[src/skt_pkg.sv]
// Shared types for the sorted key table: sequencer phases and cell control words.
// No dependencies; imported by every module of the block.
package skt_pkg;

  localparam int KEY_W  = 32;
  localparam int SLOT_W = 4;

  typedef enum logic [1:0] {
    PH_IDLE,
    PH_CMP,
    PH_DEC
  } phase_t;

  // per-cell control, driven by the sequencer in the top level
  typedef struct packed {
    logic capture;    // register compare flags against the search key
    logic take_new;   // store the search key
    logic take_left;  // store the left neighbor's key (shift up)
  } cell_ctrl_t;

  typedef struct packed {
    logic lt;  // stored key < search key
    logic eq;  // stored key == search key
  } cell_flag_t;

endpackage

[src/sorted_key_table_find_or_insert.sv]
// Top level of the sorted key table: sequencer, fill count, row of key cells and
// result register. Depends on skt_pkg and skt_cell.
//
//  channel | direction | handshake            | word
//  in      | into      | in_valid / in_ready   | depth
//  out     | out of    | out_valid / out_ready | slot, created, full_res
//
// An item goes through accept, compare in every cell (flags registered),
// then decide and commit the shift/insert together with the result register.
// The next key is taken once the commit is done, even while the result waits.
// A result still waiting holds the decide step, which stretches the item.
// Reset clears the phase, the fill count and out_valid; cells above the count are never read.
module sorted_key_table_find_or_insert #(
  parameter int MAX_ENTRIES = 16
) (
  input  logic                              clk,
  input  logic                              rst,
  input  logic                              in_valid,
  output logic                              in_ready,
  input  logic signed [skt_pkg::KEY_W-1:0]  depth,
  output logic                              out_valid,
  input  logic                              out_ready,
  output logic [skt_pkg::SLOT_W-1:0]        slot,
  output logic                              created,
  output logic                              full_res
);
  import skt_pkg::*;

  localparam int IW = (MAX_ENTRIES > 1) ? $clog2(MAX_ENTRIES) : 1;
  localparam int CW = $clog2(MAX_ENTRIES + 1);

  function automatic logic [IW-1:0] encode(input logic [MAX_ENTRIES-1:0] oh);
    logic [IW-1:0] idx;
    idx = '0;
    for (int i = 0; i < MAX_ENTRIES; i++) begin
      if (oh[i]) idx = idx | IW'(i);
    end
    return idx;
  endfunction

  phase_t                    phase, phase_next;
  logic signed [KEY_W-1:0]   key_reg;
  logic [CW-1:0]             count;

  logic signed [KEY_W-1:0]   cell_key  [MAX_ENTRIES];
  cell_flag_t                cell_flag [MAX_ENTRIES];
  cell_ctrl_t                cell_ctrl [MAX_ENTRIES];

  logic [MAX_ENTRIES-1:0]    valid, lt_m, eq_m, bound;
  logic                      found, full, commit, insert;

  assign in_ready = (phase == PH_IDLE);
  assign found    = |eq_m;
  assign full     = (count == CW'(MAX_ENTRIES));
  assign commit   = (phase == PH_DEC) && (!out_valid || out_ready);
  assign insert   = !found && !full;

  generate
    for (genvar i = 0; i < MAX_ENTRIES; i++) begin : g_cell
      localparam logic [CW-1:0] IDX = CW'(i);

      assign valid[i] = IDX < count;
      assign lt_m[i]  = valid[i] && cell_flag[i].lt;
      assign eq_m[i]  = valid[i] && cell_flag[i].eq;

      if (i == 0) begin : g_first
        assign bound[i] = !lt_m[i];
        assign cell_ctrl[i].take_left = 1'b0;
      end else begin : g_rest
        // sorted row: the lt flags form a run from slot 0, the insert point ends it
        assign bound[i] = lt_m[i-1] && !lt_m[i];
        assign cell_ctrl[i].take_left = commit && insert && valid[i-1] && !lt_m[i-1];
      end
      assign cell_ctrl[i].take_new = commit && insert && bound[i];
      assign cell_ctrl[i].capture  = (phase == PH_CMP);

      skt_cell u_cell (
        .clk        (clk),
        .ctrl       (cell_ctrl[i]),
        .search_key (key_reg),
        .left_key   ((i == 0) ? key_reg : cell_key[(i == 0) ? 0 : i-1]),
        .key        (cell_key[i]),
        .flag       (cell_flag[i])
      );
    end
  endgenerate

  always_ff @(posedge clk) begin
    if (rst) begin
      phase <= PH_IDLE;
    end else begin
      phase <= phase_next;
    end
  end

  always_comb begin
    phase_next = phase;
    unique case (phase)
      PH_IDLE: if (in_valid) phase_next = PH_CMP;
      PH_CMP:  phase_next = PH_DEC;
      PH_DEC:  if (commit) phase_next = PH_IDLE;
      default: phase_next = PH_IDLE;
    endcase
  end

  always_ff @(posedge clk) begin
    if (in_valid && in_ready) key_reg <= depth;
  end

  always_ff @(posedge clk) begin
    if (rst) begin
      count     <= '0;
      out_valid <= 1'b0;
    end else begin
      if (commit && insert) count <= count + CW'(1);
      if (commit) begin
        out_valid <= 1'b1;
      end else if (out_ready) begin
        out_valid <= 1'b0;
      end
    end
  end

  always_ff @(posedge clk) begin
    if (commit) begin
      priority if (found) begin
        slot     <= SLOT_W'(encode(eq_m));
        created  <= 1'b0;
        full_res <= 1'b0;
      end else if (full) begin
        slot     <= '0;
        created  <= 1'b0;
        full_res <= 1'b1;
      end else begin
        slot     <= SLOT_W'(encode(bound));
        created  <= 1'b1;
        full_res <= 1'b0;
      end
    end
  end

endmodule

[src/skt_cell.sv]
// One slot of the sorted key table: a stored key, its compare flags, and the
// load path from the left neighbor. Depends on skt_pkg.
module skt_cell (
  input  logic                              clk,
  input  skt_pkg::cell_ctrl_t               ctrl,
  input  logic signed [skt_pkg::KEY_W-1:0]  search_key,
  input  logic signed [skt_pkg::KEY_W-1:0]  left_key,
  output logic signed [skt_pkg::KEY_W-1:0]  key,
  output skt_pkg::cell_flag_t               flag
);
  import skt_pkg::*;

  always_ff @(posedge clk) begin
    if (ctrl.take_new) begin
      key <= search_key;
    end else if (ctrl.take_left) begin
      key <= left_key;
    end
    if (ctrl.capture) begin
      flag.lt <= key < search_key;
      flag.eq <= key == search_key;
    end
  end

endmodule

[config.mk]
export PLATFORM = sky130hd
export DESIGN_NAME = sorted_key_table_find_or_insert
export DESIGN_NICKNAME = d
export VERILOG_FILES = /design/src/skt_pkg.sv /design/src/sorted_key_table_find_or_insert.sv /design/src/skt_cell.sv
export SDC_FILE = /design/constraint.sdc
export NUM_CORES = 1
export LEC_CHECK = 0
export BUFFER_PORTS_ARGS = -buffer_cell sky130_fd_sc_hd__buf_2
export CAP_MARGIN = 20
export CORE_UTILIZATION = 55
export CTS_CLUSTER_SIZE = 24
export DETAILED_ROUTE_END_ITERATION = 16
export HOLD_SLACK_MARGIN = 0.08
export PLACE_DENSITY = 0.8
export SKIP_CTS_REPAIR_TIMING = 1
export SYNTH_ARGS = -nofsm -noshare
export SYNTH_HDL_FRONTEND = slang
export SYNTH_SLANG_ARGS = --single-unit
[constraint.sdc]
create_clock -name clk -period 12.3 [get_ports clk]
set_input_delay 0.615 -clock clk [delete_from_list [all_inputs] [get_ports clk]]
set_output_delay 0.615 -clock clk [all_outputs]
set_load 0.02 [all_outputs]
==> results of run 1 <==
==> per-stage QoR <==
step	power [uW]	util (%)	std cells	instance area, um^2	hold WS (ps)
after floorplan	2470	-	2802	36300	514
final	4520	61.4	3787	39800	182
after global routing	4650	61.4	3787	39800	155
after detailed placement	2610	58.1	3665	37700	550
after global placement	2580	58.1	3665	37700	545
after CTS	4520	61.4	3784	39800	155
==> placed cells by master (no fill, tap or decap), types with 13 or more instances in the layout <==
cell,count
and3_1,17
or3_1,13
o211ai_1,23
nand3_1,80
nand2_1,98
nor2_1,95
a21o_1,97
nor3_1,22
buf_2,43
clkinv_1,14
buf_4,69
o21ai_1,30
edfxtp_1,582
a21oi_1,160
inv_1,75
clkbuf_16,69
nand4_1,58
mux2_2,408
clkbuf_1,17
nor2b_1,26
o21ai_0,107
ha_1,514
nor4_1,17
a211oi_1,20
mux2_1,41
==> cell type report <==
| type | count | area (um^2) |
|---|---|---|
| clock buffers | 91 | 1860 |
| well taps | 855 | 1070 |
| multi-input cells | 2032 | 18000 |
| clock inverters | 28 | 234 |
| flip-flops and latches | 590 | 17600 |
| repair buffers | 115 | 783 |
| fillers | 4693 | 25000 |
| inverters | 76 | 285 |
==> worst max-delay path: cells and delay by family, from the launching register on <==
family / cells / cell delay (ps)
AOI/OAI and AO/OA: 1 / 440
adders and majority gates: 1 / 250
buffers and inverters: 2 / 670
DFF: 1 / 890
muxes: 1 / 420
and+or+nand+nor: 4 / 1510
==> worst max path at each step <==
| stage | endpoint | slack, ps | cells past startpoint |
|---|---|---|---|
| after floorplan | g_cell[4].u_cell.key[0]$_DFFE_PP_ | 7060 | 11 |
| after global placement | g_cell[10].u_cell.key[22]$_DFFE_PP_ | 8030 | 9 |
| after CTS | g_cell[7].u_cell.key[10]$_DFFE_PP_ | 7840 | 9 |
| final | g_cell[10].u_cell.key[24]$_DFFE_PP_ | 7810 | 9 |
| after global routing | g_cell[10].u_cell.key[19]$_DFFE_PP_ | 7520 | 9 |
| after detailed placement | g_cell[7].u_cell.key[10]$_DFFE_PP_ | 7870 | 9 |
==> logic make-up after synthesis <==
family                   share of synthesized area, %
AND/OR/NAND/NOR                                  7.30
AO/OA/AOI/OAI                                    9.79
XOR/XNOR                                       0.0241
multiplexers                                     14.1
flip-flops                                       48.6
adder cells (fa/ha/maj)                          17.7
buffers and inverters                            2.46
==> power by group through the flow <==
| stage | registers, uW | logic [uW] | clock network [uW] |
|---|---|---|---|
| 5_1_grt | 2220 | 392 | 2040 |
| 3_3_place_gp | 2260 | 318 | 0 |
| 2_1_floorplan | 2260 | 213 | 0 |
| 3_5_place_dp | 2260 | 346 | 0 |
| 4_1_cts | 2220 | 350 | 1950 |
| 6_report | 2220 | 357 | 1940 |
==> metal layers <==
metal	vias to the layer above	GRT usage [%]	share of wire (%)
li1	11200	-	-
met1	12100	31.7	41
met2	805	45.5	49
met3	214	3.88	5.9
met4	0	11.2	4.0
met5	-	0	0
==> run_results.csv, run 1 <==
group,metric,value,unit
global_routing,grt_use_total,26.0,%
outcome,outcome,"finished, final reports clean",
cts,cts_sinks,590,
synthesis,synth-seq-area-share,48.6,%
cts,cts_made_buffers,66,
worst_setup_path,cp.required,12640,ps
power,ir_drop,0.128,mV
worst_setup_path,cp-start-kind,"flip-flop",
floorplan,die-area,67000,um^2
worst_setup_path,cp-end-kind,"flip-flop",
placement,place_ws,7870,ps
timing,post-route-min-period,4490,ps
timing,setup-violations-final,0,
synthesis,synth_ff_type,"edfxtp_1",
layout,nets,3431,
timing,timing_max_transition_violations_final,0,
power,powerDensity,113,nW/um^2
timing,setup_slack,7810,ps
power,p_comb_share,7.9,%
synthesis,yosysTopAreaCellShare,48.1,%
power,p_leak,0.0152,uW
worst_setup_path,cp_cell_sequence,"inv_1 -> ha_1 -> nor4bb_1 -> or3_1 -> a221oi_1 -> nand3_4 -> buf_4 -> nor2_4 -> mux2_2",
timing,finalCritPeriodShare,36.5,%
placement,dp_hpwl,66300,um
worst_setup_path,cpPeakStageDelay,890,ps
synthesis,synth.most_common_cell,"edfxtp_1",
route,dr.pass1.iters,5,
power,p_int,3470,uW
route,drc,0,
placement,place.gp.congestion,0.908,
worst_setup_path,cp-startpoint,"count[1]$_SDFFE_PP0N_",
floorplan,chipHeight,259,um
timing,rsz0062_at_grt,"no",
cts,cts_root_buffer,"clkbuf_16",
global_routing,antenna_found_initial,0,
cts,clock_path_buffers,3,
placement,numPortBuffers,43,
synthesis,avgSynthCellArea,13.0,um^2
route,num_vias,24400,
worst_setup_path,rr_startpoint,"count[1]$_SDFFE_PP0N_",
timing,hold_viol,0,
global_routing,grt_overflow_total,0,
worst_setup_path,r2r_end,"g_cell[10].u_cell.key[24]$_DFFE_PP_",
synthesis,synth_edf_count,582,
layout,largest_reg_flops,512,
timing,fin_skew,20.1,ps
route,drt_wl_total,87000,um
worst_setup_path,cp_slowest_cell,"dfxtp_1",
route,avgViaCountPerCell,6.44,
floorplan,initial_utilization,56.0,%
global_routing,grt_pass1_vias,25900,
floorplan,core_area,64800,um^2
layout,synthToLayoutAreaGrowth,9.70,%
worst_setup_path,cp_max_fo,68,
cts,cts_tree,"done",
timing,setup_tns,0,ps
synthesis,synthCells,2802,
layout,antennaDiodeCount,0,
flow_run,max-cap-violations,0,
worst_setup_path,regToRegSetupSlack,7810,ps
synthesis,ys_async_sr_fraction,0,%
hold_path,hold_path_depth,1,
floorplan,die_w,259,um
synthesis,synthTopCellsByArea,"edfxtp_1 (48%), ha_1 (18%), mux2_2 (13%)",
floorplan,core.rowCount,93,
synthesis,synth_area,36300,um^2
cts,path_clk_slew,60,ps
synthesis,ys_warn_count,0,
timing,slew_headroom,32.8,%
timing,worst-slew-pin-transition,1010,ps
route,ant_nets,0,
timing,fmax,223,MHz
synthesis,synth-seq-cells,590,
route,drtIter0Drc,1673,
cts,clkLatencyLatePin,610,ps
global_routing,grt_pass1_wl,136000,um
synthesis,post-synth-top-area-cell,"edfxtp_1",
power,p_sw_share,23.3,%
synthesis,synthTopCellsByCount,"edfxtp_1 (582), ha_1 (514), mux2_2 (408)",
worst_setup_path,crit_type,"reg -> reg",
worst_setup_path,crit_arrival,4830,ps
global_routing,grt_max_degree,69,
floorplan,io_pins,44,
synthesis,synth_nets,3352,
hold_path,hold_end,"key_reg[30]$_DFFE_PP_",
hold_path,hold_start,"depth[30]",
layout,drive_above_1_share,22.6,%
hold_path,hold_class,"in -> reg",
cts,ctsHtreeMaxLevel,3,
power,p_seq_share,49.1,%
worst_setup_path,rr_worst_depth,9,
power,p_clk_share,43.0,%
power,switching_power,1050,uW
route,wl_per_cell,23.0,um
synthesis,synth_cell_type_count,78,
Power figures use the tool's default switching activity.
==> run 2: changes to the inputs <==
PLACE_DENSITY = 0.83   (was 0.8)
clock period = 3.7 ns   (was 12.3 ns; I/O delays follow)
==> run 2 against run 1 <==
Net effect: cell area grew 2.4%; combinational power grew to 3.6 times the previous value; critical path type unchanged; count of clock-buffer cells in the layout shrank 6; fmax grew 25%; critical endpoint is now g_cell[3].u_cell.key[10]$_DFFE_PP_; first-iteration DRC count grew 7.7%; register-to-register slack lost 7700 ps; worst setup slack lost 7700 ps.
==> run_results.csv, run 2 (synthesis results as in run 1) <==
group,metric,value,unit
outcome,outcome,"finished, final reports clean",
timing,setup_slack,116,ps
floorplan,core.rowCount,93,
timing,setup-violations-final,0,
timing,timing_max_transition_violations_final,0,
power,p_clk_share,43.6,%
worst_setup_path,cp.required,4040,ps
timing,fin_skew,23.4,ps
cts,ctsHtreeMaxLevel,3,
flow_run,max-cap-violations,0,
floorplan,core_area,64800,um^2
route,wl_per_cell,23.3,um
power,powerDensity,377,nW/um^2
cts,path_clk_slew,60,ps
worst_setup_path,rr_worst_depth,9,
layout,final_util,62.9,%
placement,postPlaceCellArea,38200,um^2
power,p_int,11800,uW
layout,nets,3530,
layout,mostFrequentLayoutCells,"edfxtp_1 (582), ha_1 (514), mux2_2 (408)",
floorplan,initial_utilization,56.0,%
worst_setup_path,crit_buf_inv,3,
placement,place.gp.congestion,0.952,
global_routing,grt_max_degree,34,
power,p_leak,0.0157,uW
global_routing,grt_use_total,26.7,%
floorplan,die-area,67000,um^2
route,drtIter0Drc,1802,
worst_setup_path,crit_type,"reg -> reg",
global_routing,antenna_found_initial,2,
power,switching_power,3550,uW
worst_setup_path,crit_family,"buffers and inverters",
layout,seq_area,17600,um^2
worst_setup_path,crit_arrival,3930,ps
worst_setup_path,cp_cell_sequence,"buf_4 -> a41oi_1 -> nor2b_1 -> a2111oi_4 -> nand3_4 -> buf_12 -> nor2_2 -> buf_4 -> mux2_2",
cts,clkLatencyLatePin,600,ps
timing,hold_viol,0,
worst_setup_path,r2r_end,"g_cell[3].u_cell.key[10]$_DFFE_PP_",
worst_setup_path,rr_startpoint,"count[2]$_SDFFE_PP0N_",
hold_path,hold_class,"in -> reg",
worst_setup_path,cp-start-kind,"flip-flop",
route,ant_nets,0,
timing,finalCritPeriodShare,96.9,%
timing,worst-slew-pin-transition,928,ps
power,ir_drop,0.603,mV
power,p_comb_share,8.4,%
layout,fin_area,40800,um^2
hold_path,hold_path_depth,3,
timing,rsz0062_at_grt,"no",
power,p_sw_share,23.1,%
layout,num-fill-cells,4640,
global_routing,grt_pass1_vias,25900,
global_routing,grt_pass1_wl,138000,um
route,drt_wl_total,90600,um
power,p_seq_share,48.0,%
worst_setup_path,cp-end-kind,"flip-flop",
layout,mostFrequentLayoutCell,"edfxtp_1",
timing,fmax,279,MHz
timing,post-route-min-period,3580,ps
layout,largest_reg_flops,512,
hold_path,hold_end,"key_reg[14]$_DFFE_PP_",
global_routing,grt_overflow_total,0,
placement,place_ws,217,ps
worst_setup_path,cpPeakStageDelay,460,ps
route,num_vias,24700,
floorplan,chipHeight,259,um
route,dr.pass1.iters,5,
hold_path,hold_start,"in_valid",
placement,dp_hpwl,70100,um
cts,cts_tree,"done",
floorplan,die_w,259,um
worst_setup_path,crit_top_cell,"buf_4",
layout,drive_above_1_share,24.3,%
route,avgViaCountPerCell,6.37,
cts,cts_root_buffer,"clkbuf_16",
placement,numPortBuffers,43,
route,drc,0,
floorplan,io_pins,44,
layout,multi_input_area,18000,um^2
layout,synthToLayoutAreaGrowth,12.3,%
worst_setup_path,regToRegSetupSlack,120,ps
worst_setup_path,cp_slowest_cell,"a2111oi_4",
cts,cts_sinks,590,
cts,cts_made_buffers,67,
worst_setup_path,cp_max_fo,32,
cts,clock_path_buffers,3,
timing,slew_headroom,37.9,%
-- run 2: changes by cell type in the layout (fill, tap and decap cells not counted), moves of 3 or more --
cell,previous run,this run
dlygate4sd3_1,0,35
clkinv_2,7,11
buf_4,69,130
clkinv_1,14,11
buf_12,1,5
clkbuf_1,17,8
-- run 2: how the worst max path moves through the flow --
stage,start,to,cells after the start
6_report,count[2]$_SDFFE_PP0N_,g_cell[3].u_cell.key[10]$_DFFE_PP_,9
5_1_grt,count[2]$_SDFFE_PP0N_,g_cell[3].u_cell.key[20]$_DFFE_PP_,9
3_3_place_gp,count[2]$_SDFFE_PP0N_,g_cell[9].u_cell.key[7]$_DFFE_PP_,9
2_1_floorplan,count[0]$_SDFFE_PP0N_,g_cell[15].u_cell.key[0]$_DFFE_PP_,11
3_5_place_dp,count[2]$_SDFFE_PP0N_,g_cell[3].u_cell.key[6]$_DFFE_PP_,9
4_1_cts,count[2]$_SDFFE_PP0N_,g_cell[3].u_cell.key[30]$_DFFE_PP_,9
-- run 2: power by group through the flow --
stage               clock network, uW  registers, uW  logic [uW]
CTS                              6730           7360        1240
detailed placement                  0           7500        1230
global placement                    0           7500        1140
finish                           6700           7360        1300
global route                     6980           7370        1420
floorplan                           0           7500         712
-- run 2: stage by stage --
step / instances / power (uW) / TNS, ps / hold WS [ps]
2_1_floorplan: 2802 / 8210 / -127610 / 284
3_3_place_gp: 3730 / 8640 / 0 / 362
3_5_place_dp: 3730 / 8730 / 0 / 363
4_1_cts: 3845 / 15300 / 0 / -275
5_1_grt: 3881 / 15800 / 0 / 275
6_report: 3882 / 15400 / 0 / 280
-- run 2: final cells by class --
cell class,count,share of cell area [%]
clock buffer,85,4.63
clock inverter,30,0.718
timing repair buffer,213,4.03
multi-input combinational,2032,44.0
sequential,590,43.3
antenna,1,0.00614
tap,855,2.62
inverter,76,0.700
-- run 2: routing by layer --
layer  up-vias  part of all wire (%)  global-route usage, %
met3       216                   6.0                   4.21
met5         -                     0                      0
met1     12300                    42                   34.3
met4         0                   3.9                   11.5
met2       855                    48                   44.8
li1      11400                     -                      -
-- run 2: worst min-delay path: stages --
cell and delay [ps]:
buf_2 100, and2_1 130, buf_4 260
